$ cat config.mk
export PLATFORM = sky130hd
export DESIGN_NAME = cof_div
export DESIGN_NICKNAME = d
export VERILOG_FILES = /design/src/cof_pkg.sv /design/src/cof_div.sv
export SDC_FILE = /design/constraint.sdc
export NUM_CORES = 1
export LEC_CHECK = 0
export ABC_AREA = 1
export BUFFER_PORTS_ARGS = -buffer_cell sky130_fd_sc_hd__buf_4
export CAP_MARGIN = 30
export CORE_ASPECT_RATIO = 0.6
export CORE_MARGIN = 8
export CORE_UTILIZATION = 39
export DETAILED_ROUTE_END_ITERATION = 10
export GPL_ROUTABILITY_DRIVEN = 0
export PLACE_DENSITY = 0.69
export SLEW_MARGIN = 10
export SYNTH_ARGS = -nofsm -noshare
export SYNTH_HDL_FRONTEND = slang
export SYNTH_SLANG_ARGS = --single-unit
$ cat constraint.sdc
create_clock -name clk -period 19.7 [get_ports clk]
set_clock_uncertainty 0.2 [all_clocks]
set_input_delay 0.985 -clock clk [delete_from_list [all_inputs] [get_ports clk]]
set_output_delay 0.985 -clock clk [all_outputs]
set_load 0.01 [all_outputs]
$ cat src/cof_pkg.sv
// shared types and constants for the cell outflow pipeline
// used by every module under src; no dependencies
`default_nettype none

package cof_pkg;

	localparam int VALUE_W = 32;                  // field and saturation width
	localparam int FRAC_W  = 16;                  // fraction bits of the flow scale
	localparam int NLVL    = 5;                   // center plus four neighbours
	localparam int NROUND  = 6;                   // elimination rounds, the last one is settled
	localparam int LW      = VALUE_W + 1;         // level and mass width
	localparam int SW      = VALUE_W + 4;         // sum of mass and five levels
	localparam int PW      = SW + 2;              // compare width for level times count
	localparam int CNT_W   = 3;
	localparam int RATE_W  = 17;
	localparam int EPS_W   = 16;
	localparam int IN_W    = 2 * NLVL * VALUE_W;
	localparam int OUT_W   = (NLVL - 1) * VALUE_W;
	localparam int CFG_AW  = 1;

	localparam logic [RATE_W-1:0] RATE_ONE   = RATE_W'(65536);
	localparam logic [RATE_W-1:0] RATE_RESET = RATE_W'(32768);
	localparam logic [EPS_W-1:0]  EPS_RESET  = EPS_W'(66);

	typedef enum logic [CFG_AW-1:0] {
		REG_RATE = 1'b0,
		REG_EPS  = 1'b1
	} cfg_reg_t;

	// item state between elimination rounds
	typedef struct packed {
		logic [NLVL-1:0]         gone;
		logic [CNT_W-1:0]        cnt;
		logic [SW-1:0]           sum;
		logic [LW-1:0]           mass;
		logic [NLVL-1:0][LW-1:0] lvl;
	} round_t;

	// item state after the average is known
	typedef struct packed {
		logic [NLVL-1:0]         gone;
		logic [NLVL-1:0][LW-1:0] lvl;
		logic [SW-1:0]           avg;
	} avg_t;

endpackage

`default_nettype wire

$ cat src/cof_div.sv
// signed sum divided by the live count (0..5), truncating toward zero
// bit-serial long division spread over DIV_ST stages; depends on cof_pkg
`default_nettype none

module cof_div import cof_pkg::*; (
	input  logic   clk,
	input  logic   arst_n,
	input  logic   en,
	input  logic   vin,
	input  round_t rin,
	output logic   vout,
	output avg_t   aout
);

	localparam int DIV_ST = 4;
	localparam int BPS    = (SW + DIV_ST - 1) / DIV_ST;
	localparam int WW     = BPS * DIV_ST;

	typedef struct packed {
		logic [NLVL-1:0]         gone;
		logic [NLVL-1:0][LW-1:0] lvl;
		logic                    neg;
		logic [CNT_W-1:0]        cnt;
		logic [CNT_W-1:0]        rem;
		logic [WW-1:0]           work;   // dividend shifts out, quotient shifts in
	} div_t;

	logic v_s [DIV_ST];
	div_t d_s [DIV_ST];
	div_t prep_c;
	div_t nxt_c [DIV_ST];
	logic [SW-1:0] quot_c;

	function automatic div_t div_step(input div_t d);
		div_t           r;
		logic [CNT_W:0] t;
		r = d;
		for (int i = 0; i < BPS; i++) begin
			t = {r.rem, r.work[WW-1]};
			r.work = {r.work[WW-2:0], 1'b0};
			if (t >= {1'b0, r.cnt}) begin
				t = t - {1'b0, r.cnt};
				r.work[0] = 1'b1;
			end
			r.rem = t[CNT_W-1:0];
		end
		return r;
	endfunction

	always_comb begin
		prep_c.gone = rin.gone;
		prep_c.lvl  = rin.lvl;
		prep_c.neg  = rin.sum[SW-1];
		prep_c.cnt  = rin.cnt;
		prep_c.rem  = '0;
		prep_c.work = WW'(rin.sum[SW-1] ? (~rin.sum + SW'(1)) : rin.sum);
		for (int k = 0; k < DIV_ST; k++)
			nxt_c[k] = div_step(k == 0 ? prep_c : d_s[(k == 0) ? 0 : k - 1]);
	end

	always_ff @(posedge clk or negedge arst_n) begin
		if (!arst_n) begin
			for (int k = 0; k < DIV_ST; k++)
				v_s[k] <= 1'b0;
		end else if (en) begin
			v_s[0] <= vin;
			for (int k = 1; k < DIV_ST; k++)
				v_s[k] <= v_s[k-1];
		end
	end

	always_ff @(posedge clk) begin
		if (en) begin
			for (int k = 0; k < DIV_ST; k++)
				d_s[k] <= nxt_c[k];
		end
	end

	assign quot_c    = d_s[DIV_ST-1].work[SW-1:0];
	assign vout      = v_s[DIV_ST-1];
	assign aout.gone = d_s[DIV_ST-1].gone;
	assign aout.lvl  = d_s[DIV_ST-1].lvl;
	assign aout.avg  = d_s[DIV_ST-1].neg ? (~quot_c + SW'(1)) : quot_c;

endmodule

`default_nettype wire

## After elaboration in Yosys (flattened, before gate mapping)

Memory sizes are Yosys's and may differ from the RTL's.
Cells that the tools add are included.

| word-level totals | value |
|---|---|
| register bits | 4 |
| memory bits (writable) | 852 |
| input port bits | 246 |
| output and inout port bits | 207 |
| logic and storage cells | 157 |
| memories kept | 1 |

Memories:

| memory | words | width | read ports | clocked after Yosys merged registers in | wr ports | line | text |
|---|---|---|---|---|---|---|---|
| d_s | 4 | 213 | 4 | 0 | 4 | cof_div.sv:29 | `div_t d_s [DIV_ST];` |

| operators by class | value |
|---|---|
| $add $sub $neg | 38 |
| magnitude comparators | 36 |
| muxes and demuxes | 76 |
| bitwise operators | 2 |

Operators with widths:

| kind | number |
|---|---|
| $ge 4x3->1 | 35 |
| $mux 3 | 36 |
| $sub 3x3->3 | 35 |
| $add 36x1->36 const B | 2 |
| $mux 36 | 2 |
| $not 36->36 | 2 |
| $mux 1 | 38 |
| $ge 1x3->1 | 1 |
| $sub 1x3->3 | 1 |

## Logic depth before layout (Yosys ltp)

| logic depth | value |
|---|---|
| depth after elaboration | 21 |
| depth in mapped cells | 80 |
| gate-level depth less buffers | 80 |

## Least setup slack after synthesis

OpenSTA, ideal clock, no wires.

| timing path | value |
|---|---|
| path type | input to register |
| start point | in rin[200] (netlist bit) |
| end point | mem d_s[0][37] (netlist bit), data pin |
| data arrival time | 10658 ps |
| required time | 19247 ps |
| slack | 8589 ps |
| stages on the path | 72 |
| cell sequence | inv_1 nand3_1 nor2_2 nand2_2 nor2_4 nand4_1 ha_1 o21ai_2 or2_2 nand2_1 inv_1 fa_1 inv_1 nand2_1 inv_1 nor2_1 nand2_1 nor2_4 [... 36 more ...] inv_1 nand3_4 nand2_1 nand2_1 inv_1 fa_1 nor2_1 nor2_1 nand2_1 inv_1 nand4_1 nand2_1 fa_1 a21o_1 a21oi_1 nand3_4 nand2_1 nand2_1 |

RTL lines:

| item | line | text |
|---|---|---|
| start: declaration | cof_div.sv:10 | `input round_t rin,` |
| end: declaration | cof_div.sv:29 |  |

==> results.toml <==
[logic_synthesis]
async_flop_share_pct = 0.471
yosys-top-cells-area = "edfxtp_1, ha_1, buf_4"
synth.yosys.seq_area_share_pct = 74.6
synthDistinctLibCells = 51
synth-edff-count = 846
yosysTopAreaCellShare_pct = 74.3
syn_avg_cell_area_um2 = 15.8
ys_ff_latch = 850
synth_top_area_cell = "edfxtp_1"
synth.cell_area_um2 = 34200
synth_fp_nets = 2558
netlist_instances = 2169
yosysWarnings = 0
synth_flop_cell = "edfxtp_1"

[clocking]
clock_sinks = 850
clk-insertion-delay-late_ns = 0.65
cts_htree_levels = 3
cts_tree = "yes"
cts_buffer_depth = 3
cts_buffers = 78
cts-root-buf = "clkbuf_16"
clk_pin_slew_worst_paths_ns = 0.06
cts_resized = 0

[setup_path]
critical_path_class = "flip-flop to flip-flop"
cp_common_cell = "nand2_1"
required_ns = 19.91
critPathArrivalTime_ns = 13.14
critPathCaptureType = "flip-flop"
max_stage_delay_ns = 0.73
critical_path.top_delay_family = "simple AND/OR/NAND/NOR gates"
cp.buffers_inverters = 9
cp-start-kind = "flip-flop"
worst_r2r_path_depth = 63
worst-path-stages = 63
slowest_stage = "inv_1"
worstPathMaxFanout = 17

[timing]
relSlewSlack_pct = 37.9
fmax_ghz = 0.0773
fin_ws_ns = 6.76
hold_viol = 0
worst_pin_slew_ns = 0.931
rsz0062_at_grt = "no"
min_period_over_period_pct = 65.7
fin_setup_tns_ns = 0
slew_viol_final = 0
setup_viol = 0
layout_min_cycle_time_ns = 12.94

[cells_and_area]
nets = 2893
final_common_cell = "edfxtp_1"
drive_above_1_share_pct = 26.6
layout.cells.non_filler = 3726
final_cell_mix = "edfxtp_1, buf_4, nand2_1"
area_delta_synth_final_pct = 18.3
antenna_cells = 0

[die]
pin_count = 453
fp.dieW_um = 398
initial_utilization_pct = 39.2
fp.dieH_um = 245
core_um2 = 87200
rows = 84
die_area_um2 = 97700

[grt]
grt_max_degree = 177
grt_use_met2_pct = 20.9
grt_pass1_wl_mm = 96.3
use_met1_pct = 15.6
grt_pass1_vias = 17443
grt.total_usage_pct = 12.4
grt_busiest_layer = "met2"
grt_overflow = 0
antenna_found_initial = 1
grt_util_met3_pct = 3.82

[min_path]
hold_path_class = "flip-flop to flip-flop"
hold_path_depth = 0

[detailed_routing]
vias_per_cell = 4.57
drt_iter0_markers = 1313
detail-route-antenna-nets = 0
firstDrtPassIters = 5
vias = 17026
drt_wl_total_mm = 63.2
drc = 0
wl_per_cell_um = 17.0

[placement]
post-place-cells = 3578
pre_cts_ws_ns = 6.89
port_buffers = 419
dp_hpwl_mm = 44.9

[outcome]
status = "finished clean"

[flow_run]
drv_cap = 0
==> layout make-up <==
cell class,instances,area [um2]
clock buffers,94,2030
clock inverters,47,702
fillers,7365,46800
inverters,208,783
multi-input cells,932,6600
flip-flops and latches,850,25500
well taps,1161,1450
repair buffers,434,3400
==> through the flow <==
stage          hold WS [ns]  util, %  area [um2]
4_1_cts               0.213     46.2       40300
3_3_place_gp          0.200     43.1       37600
2_1_floorplan         0.200        -       34200
3_5_place_dp          0.205     43.1       37600
6_report              0.204     46.4       40500
5_1_grt               0.218     46.4       40500
==> sequential cells by signal, indices dropped and copies added (netlist names) <==
register	cells
v_s	3
vout	1
d_s	846
==> final timing paths <==
check	from	end	slack (ns)
max in group asynchronous	arst_n	v_s[3]$_DFFE_PN0P_	18.70
min	d_s[1][168]$_DFFE_PP_	d_s[2][168]$_DFFE_PP_	0.20
max reg2reg	d_s[1][40]$_DFFE_PP_	d_s[2][37]$_DFFE_PP_	6.76
min in group asynchronous	arst_n	vout$_DFFE_PN0P_	0.49
max	d_s[1][40]$_DFFE_PP_	d_s[2][37]$_DFFE_PP_	6.76
min reg2reg	d_s[1][168]$_DFFE_PP_	d_s[2][168]$_DFFE_PP_	0.20
==> timing repair <==
item	CTS	global route
setup buffers	0	0
hold buffers	1	0
endpoints found under the hold margin	4	0
==> per-layer routing <==
| metal | wire length (um) | up-vias |
|---|---|---|
| li1 | - | 8159 |
| met3 | 4310 | 91 |
| met2 | 31000 | 504 |
| met5 | 13 | - |
| met1 | 26700 | 8270 |
| met4 | 1280 | 2 |
==> synth_stat cells, types with 3 or more instances <==
cell	number
nor2_2	8
nor3_1	13
xnor2_1	33
a31oi_1	3
a21oi_1	14
a21boi_1	5
nand3_2	32
nor2_1	138
nand2_1	250
inv_1	201
o21ai_0	23
o21ai_2	8
nand3_1	74
edfxtp_1	846
a21o_1	4
nand2_4	7
nand4_1	11
ha_1	109
o31ai_1	3
nor2_4	5
nand2_2	29
fa_1	34
clkbuf_1	5
nor3b_1	3
xor2_1	48
or2_2	4
a21boi_0	3
nand3_4	17
o21ai_1	11
a21boi_2	9
buf_4	171
inv_2	6
a311oi_1	15
dfrtp_1	4
==> cell families (layout without fill, tap and decap cells) <==
logic type | after synthesis | count (layout) | synth area share, %
DFF | 850 | 850 | 74.6
xor gates and xnor gates | 81 | 81 | 2.07
buffers and inverters | 387 | 783 | 6.14
AOI/OAI and AO/OA | 107 | 107 | 2.22
adders and majority gates | 143 | 143 | 5.98
and+or+nand+nor | 601 | 601 | 9.01
Power is not shown: default switching activity piles up to over one toggle a cycle in this logic, so the estimate is an artifact.
