**config.mk**
```make
export PLATFORM = sky130hd
export DESIGN_NAME = cof_round
export DESIGN_NICKNAME = d
export VERILOG_FILES = /design/src/cof_pkg.sv /design/src/cof_round.sv
export SDC_FILE = /design/constraint.sdc
export NUM_CORES = 2
export LEC_CHECK = 0
export BUFFER_PORTS_ARGS = -buffer_cell sky130_fd_sc_hd__buf_4
export CAP_MARGIN = 20
export CORE_ASPECT_RATIO = 0.9
export CORE_UTILIZATION = 57
export CTS_BUF_LIST = sky130_fd_sc_hd__clkbuf_4 sky130_fd_sc_hd__clkbuf_8 sky130_fd_sc_hd__clkbuf_16
export CTS_CLUSTER_SIZE = 30
export DETAILED_ROUTE_END_ITERATION = 8
export PLACE_DENSITY = 0.74
export SYNTH_ARGS = -nofsm -noshare
export SYNTH_HDL_FRONTEND = slang
export SYNTH_SLANG_ARGS = --single-unit
```
**constraint.sdc**
```tcl
create_clock -name clk -period 24.1 [get_ports clk]
set_input_delay 4.82 -clock clk [delete_from_list [all_inputs] [get_ports clk]]
set_output_delay 4.82 -clock clk [all_outputs]
set_load 0.02 [all_outputs]
```
**src/cof_pkg.sv**
```systemverilog
// shared types and constants for the cell outflow pipeline
// used by every module under src; no dependencies
`default_nettype none

package cof_pkg;

	localparam int VALUE_W = 32;                  // field and saturation width
	localparam int FRAC_W  = 16;                  // fraction bits of the flow scale
	localparam int NLVL    = 5;                   // center plus four neighbours
	localparam int NROUND  = 6;                   // elimination rounds, the last one is settled
	localparam int LW      = VALUE_W + 1;         // level and mass width
	localparam int SW      = VALUE_W + 4;         // sum of mass and five levels
	localparam int PW      = SW + 2;              // compare width for level times count
	localparam int CNT_W   = 3;
	localparam int RATE_W  = 17;
	localparam int EPS_W   = 16;
	localparam int IN_W    = 2 * NLVL * VALUE_W;
	localparam int OUT_W   = (NLVL - 1) * VALUE_W;
	localparam int CFG_AW  = 1;

	localparam logic [RATE_W-1:0] RATE_ONE   = RATE_W'(65536);
	localparam logic [RATE_W-1:0] RATE_RESET = RATE_W'(32768);
	localparam logic [EPS_W-1:0]  EPS_RESET  = EPS_W'(66);

	typedef enum logic [CFG_AW-1:0] {
		REG_RATE = 1'b0,
		REG_EPS  = 1'b1
	} cfg_reg_t;

	// item state between elimination rounds
	typedef struct packed {
		logic [NLVL-1:0]         gone;
		logic [CNT_W-1:0]        cnt;
		logic [SW-1:0]           sum;
		logic [LW-1:0]           mass;
		logic [NLVL-1:0][LW-1:0] lvl;
	} round_t;

	// item state after the average is known
	typedef struct packed {
		logic [NLVL-1:0]         gone;
		logic [NLVL-1:0][LW-1:0] lvl;
		logic [SW-1:0]           avg;
	} avg_t;

endpackage

`default_nettype wire

```
**src/cof_round.sv**
```systemverilog
// one elimination round: sum of mass and live levels, then compare each level with the average
// depends on cof_pkg
`default_nettype none

module cof_round import cof_pkg::*; (
	input  logic   clk,
	input  logic   arst_n,
	input  logic   en,
	input  logic   vin,
	input  round_t rin,
	output logic   vout,
	output round_t rout
);

	logic            v_s1, v_s2;
	round_t          r_s1, r_s2;
	round_t          r1_c, r2_c;
	logic signed [SW-1:0] sum_c;
	logic [CNT_W-1:0]     cnt_c;
	logic signed [PW-1:0] sum_x, cnt_x;
	logic signed [PW-1:0] lc_c  [NLVL];
	logic signed [PW-1:0] thr_c [NLVL];
	logic [NLVL-1:0]      elim_c;

	always_comb begin
		sum_c = SW'($signed(rin.mass));
		cnt_c = '0;
		for (int n = 0; n < NLVL; n++) begin
			if (!rin.gone[n]) begin
				sum_c = sum_c + SW'($signed(rin.lvl[n]));
				cnt_c = cnt_c + CNT_W'(1);
			end
		end
		r1_c     = rin;
		r1_c.sum = sum_c;
		r1_c.cnt = cnt_c;
	end

	// trunc(sum/cnt) <= lvl without dividing:
	// sum >= 0 : sum <= lvl*cnt + cnt - 1, sum < 0 : sum <= lvl*cnt
	always_comb begin
		sum_x = PW'($signed(r_s1.sum));
		cnt_x = PW'(r_s1.cnt);
		for (int n = 0; n < NLVL; n++) begin
			lc_c[n]  = PW'($signed(r_s1.lvl[n])) * cnt_x;
			thr_c[n] = sum_x[PW-1] ? lc_c[n] : lc_c[n] + cnt_x - PW'(1);
			elim_c[n] = !r_s1.gone[n] && (r_s1.cnt != '0) && (sum_x <= thr_c[n]);
		end
		r2_c      = r_s1;
		r2_c.gone = r_s1.gone | elim_c;
	end

	always_ff @(posedge clk or negedge arst_n) begin
		if (!arst_n) begin
			v_s1 <= 1'b0;
			v_s2 <= 1'b0;
		end else if (en) begin
			v_s1 <= vin;
			v_s2 <= v_s1;
		end
	end

	always_ff @(posedge clk) begin
		if (en) begin
			r_s1 <= r1_c;
			r_s2 <= r2_c;
		end
	end

	assign vout = v_s2;
	assign rout = r_s2;

endmodule

`default_nettype wire

```
; ---- Word level (Yosys, flattened, before mapping)
; Cells that the tools add are included.
[totals]
elab_cells = 81
output_inout_bits = 243
in_bits = 246
reg_bits = 486
[classes]
order_cmp = 5
add_sub_neg = 19
n_mul = 5
n_mux = 15
n_reduce_logical = 16
bitwise_logic = 1
[ops]
columns = op, n
row1 = 37-bit by 4-bit adder with 38-bit output, 5
row2 = 36-bit by 38-bit less-or-equal comparator with 1-bit output, 5
row3 = 38-bit 2-to-1 mux, 5
row4 = 38-bit by 2-bit subtractor with 38-bit output (second input constant), 5
row5 = 33-bit by 4-bit multiplier with 37-bit output, 5
row6 = 36-bit 2-to-1 mux, 5
row7 = 36-bit by 33-bit adder with 36-bit output, 4
row8 = 33-bit by 33-bit adder with 34-bit output, 1
row9 = 3-bit by 1-bit adder with 3-bit output (second input constant), 4
row10 = 3-bit 2-to-1 mux, 4
row11 = 1-bit logical AND, 10
row12 = 1-bit logical NOT, 5
row13 = 5-bit OR, 1
row14 = 3-bit nonzero test, 1
row15 = 1-bit 2-to-1 mux, 1

; ---- Longest topological paths before layout
[logic_depth]
word_depth = 10
ltp_mapped = 52
ltp_nobuf = 51

; ---- Worst setup path after synthesis
; Ideal clock, no wire load.
[synth_timing]
path_kind = input to register
startpoint = in rin[0] (netlist bit)
endpoint = reg r_s1 (netlist bit r2_c[233]) (data pin)
path_slack_ns = 10.112
t_arrival_ns = 13.720
path_stages = 42
path_buffers = 0
required_ns = 23.832
setup_ns = 0.268
cell_sequence = ha_1 fa_1 a21o_1 a21oi_1 o21a_1 nor2_1 xnor2_1 o21ai_0 ha_1 a211o_1 o32ai_1 o31ai_1 a21oi_1 nor2_1 o41ai_2 xnor2_1 mux2_2 ha_1 (+6 left out) o21ai_1 a31oi_1 xor2_1 mux2i_1 ha_1 a21o_1 a221oi_1 nor2b_1 a311o_1 a311oi_1 xnor2_1 mux2_2 ha_1 a21oi_1 o22ai_1 o41ai_1 a31oi_1 xnor3_1
[synth_between]
elab_chain_cells = 10
[synth_lines]
columns = item, line
row1 = from (decl), cof_round.sv:10  ; input round_t rin,
row2 = 33-bit by 33-bit adder with 34-bit output *, cof_round.sv:30  ; sum_c = sum_c + SW'($signed(rin.lvl[n]));
row3 = 36-bit 2-to-1 mux *, cof_round.sv:29  ; if (!rin.gone[n]) begin
row4 = 36-bit by 33-bit adder with 36-bit output, cof_round.sv:30
row5 = 36-bit 2-to-1 mux *, cof_round.sv:29
row6 = 36-bit by 33-bit adder with 36-bit output, cof_round.sv:30
row7 = 36-bit 2-to-1 mux *, cof_round.sv:29
row8 = 36-bit by 33-bit adder with 36-bit output, cof_round.sv:30
row9 = 36-bit 2-to-1 mux *, cof_round.sv:29
row10 = 36-bit by 33-bit adder with 36-bit output, cof_round.sv:30
row11 = 36-bit 2-to-1 mux *, cof_round.sv:29
row12 = via sum_c[35], cof_round.sv:18  ; logic signed [SW-1:0] sum_c;
row13 = to (signal assigned), cof_round.sv:65  ; r_s1 <= r1_c;
row14 = to (decl), cof_round.sv:16  ; round_t r_s1, r_s2;
; The timed path passes the listed nets; every way through them passes the cells marked *.
; A chain may end at the register's enable or synchronous reset.

; ---- Worst setup path after layout
; Ends and elaborated chain as after synthesis.

==> results.py <==
metrics = {
    "grt": {
        "grt_max_degree": 207,
        "overflow": 0,
        "grt_pass1_wl_um": 279000,
        "track_usage_pct": 34.7,
        "antenna_found_initial": 17,
        "grt_pass1_vias": 47754,
    },
    "floorplanning": {
        "die_area_um2": 106000,
        "fp.dieW_um": 343,
        "num_io_pins": 489,
        "row_count": 112,
        "start_util_pct": 57.5,
        "die_h_um": 309,
        "core_area_um2": 104000,
    },
    "final_layout": {
        "mostFrequentLayoutCells": "inv_1 (1,036), ha_1 (900), a21oi_1 (621), nand2_1 (486), edfxtp_1 (484)",
        "syn_to_final_growth_pct": 11.2,
        "n_fill_cell": 8777,
        "finalNonFillerCells": 8712,
        "drive_gt1_share_pct": 9.59,
        "nNetsFinal": 8619,
        "final_common_cell": "inv_1",
    },
    "sta": {
        "period_share_pct": 64.5,
        "fmax_mhz": 64.3,
        "skew_ns": 0.0325,
        "maxSlewHeadroom_pct": 21.8,
        "slew_violations": 0,
        "fin_crit_ns": 15.55,
        "setup_violations": 0,
        "rsz0062_at_grt": "no",
        "tightest_slew_ns": 1.17,
        "tns_ns": 0,
        "hold_violations": 0,
    },
    "synthesis": {
        "ys_ff_latch": 486,
        "synthTopCellsByArea": "edfxtp_1 (24%), ha_1 (19%), inv_1 (6.5%)",
        "synth_warnings": 0,
        "synth_compound_area_share_pct": 19.7,
        "synth_cells": 6929,
        "synth_xor_area_share_pct": 6.69,
        "synth_top_family_by_area": "adder cells",
        "synthAdderAreaFrac_pct": 24.8,
        "netlist_area_um2": 59500,
        "synth_flop_cell": "edfxtp_1",
        "synth_mux_area_share_pct": 1.90,
        "syn_area_per_cell_um2": 8.59,
        "synth_edf_count": 484,
        "synth_top_area_share_pct": 24.4,
        "async_flop_share_pct": 0.412,
        "synth_nets": 8250,
        "netlist-cell-type-count": 98,
        "yosys.area.top_type": "edfxtp_1",
        "yosys.area_share.simple_pct": 14.8,
        "ys_seq_area_share_pct": 24.5,
    },
    "critical_path": {
        "crit_fanout": 6,
        "cp_common_cell": "ha_1",
        "crit_required_ns": 24.51,
        "r2r_slack_ns": 13.87,
        "slowest_stage": "o21ai_0",
        "cp.arrival_ns": 15.96,
        "cp-end-kind": "flip-flop",
        "startpoint_type": "input pin",
        "cpPeakStageDelay_ns": 0.57,
        "critPathKind": "in2reg",
    },
    "clocking": {
        "cts_buffers": 53,
        "ctsHoldBuffers": 0,
        "cts_resized": 0,
        "cts_root_buffer": "clkbuf_16",
        "clockBufferDepth": 3,
        "cts_sinks": 486,
        "cts.clk_slew.worst_paths_ns": 0.07,
        "post-cts-setup-buffer-count": 0,
        "insertion_delay_ns": 0.68,
        "tritoncts": "built",
        "h-tree-depth": 2,
    },
    "drt": {
        "routedWlPerCell_um": 21.5,
        "drt_iter0_drc": 4526,
        "viasPerCell": 5.95,
        "wl_um": 188000,
        "firstDrtPassIters": 9,
        "antenna_left": 0,
        "dr_total_vias": 51838,
        "drc_errors": 28,
    },
    "run_status": {
        "outcome": "finished with violations",
        "violations": "DRC",
    },
    "placed_design": {
        "dp_cells": 8610,
        "dp_hpwl_um": 152000,
        "port_buffers": 449,
        "place_congestion": 0.993,
    },
    "hold_path": {
        "hold_path_class": "reg2reg",
    },
    "flow_run": {
        "maxCapViolCount": 0,
    },
}
## cell families (layout without fill, tap and decap cells)
logic type	Yosys count	count (layout)
simple gates	1778	1778
buf+inv	1211	1623
xor+xnor	453	453
compound gates	1821	1821
flops	486	486
fa+ha+maj	1075	1075
other cells	0	3
mux	105	105
## per-stage QoR
stage	util (%)	setup slack, ns	cell area, um2	hold slack [ns]
floorplan	-	10.11	59500	0.400
global placement	62.0	8.19	64300	0.401
detailed placement	62.0	8.10	64300	0.405
CTS	63.9	8.77	66100	0.418
global route	63.9	8.06	66200	0.423
finish	63.9	8.55	66200	0.418
## flip-flops by register name, indices dropped and copies added, names as in the netlist
register  count
v_s1          1
r_s1          5
r2_c        234
cnt_x         3
rout        242
vout          1
## synthesized netlist by cell type, types with 62 or more instances
| master | instances |
|---|---|
| inv_1 | 1036 |
| ha_1 | 900 |
| a21oi_1 | 621 |
| nand2_1 | 486 |
| edfxtp_1 | 484 |
| nor2_1 | 408 |
| and2_1 | 345 |
| a21o_1 | 341 |
| o21ai_0 | 312 |
| xnor2_1 | 273 |
| xor2_1 | 179 |
| fa_1 | 175 |
| clkbuf_1 | 162 |
| nand3_1 | 93 |
| o21bai_1 | 84 |
| o21a_1 | 80 |
| nand2b_1 | 79 |
| nand4_1 | 78 |
| nor3_1 | 68 |
| nor2b_1 | 63 |
| mux2_2 | 62 |
## worst max-delay path: cells and delay by family
kind                       cells  cell delay [ns]
adders and majority gates      6             2.04
muxes                          1             0.32
xor gates and xnor gates       5             0.90
AOI/OAI and AO/OA             28             7.12
buffers and inverters          1             0.14
and+or+nand+nor                6             0.60
## metal layers
layer | wire (um) | track usage [%]
met1 | 81100 | 48.4
met2 | 77000 | 51.4
met3 | 20200 | 7.79
met4 | 9250 | 15.1
met5 | 46 | 0
## final cells by class
| type | count | area, um2 | area share [%] |
|---|---|---|---|
| Clock buffer | 60 | 1380 | 2.08 |
| Timing Repair Buffer | 485 | 3690 | 5.57 |
| Sequential cell | 486 | 14600 | 22.0 |
| Multi-Input combinational cell | 5232 | 40400 | 61.0 |
| Clock inverter | 38 | 505 | 0.764 |
| Antenna cell | 3 | 7.51 | 0.0113 |
| Inverter | 1040 | 3900 | 5.90 |
| Tap cell | 1368 | 1710 | 2.59 |
## worst paths after layout
kind,depth (start not counted),end,from
max in group asynchronous,1,vout$_DFFE_PN0P_,arst_n
worst min register to register,0,rout[165]$_DFFE_PP_,r2_c[165]$_DFFE_PP_
worst max register to register,40,rout[241]$_DFFE_PP_,cnt_x[1]$_DFFE_PP_
worst min-delay path,0,rout[165]$_DFFE_PP_,r2_c[165]$_DFFE_PP_
min in group asynchronous,1,v_s1$_DFFE_PN0P_,arst_n
worst max-delay path,47,r2_c[233]$_DFFE_PP_,rin[0]
Power is left out: the tool's default activity adds up to more than one toggle a clock period on the data nets, which glitch-free logic cannot reach.
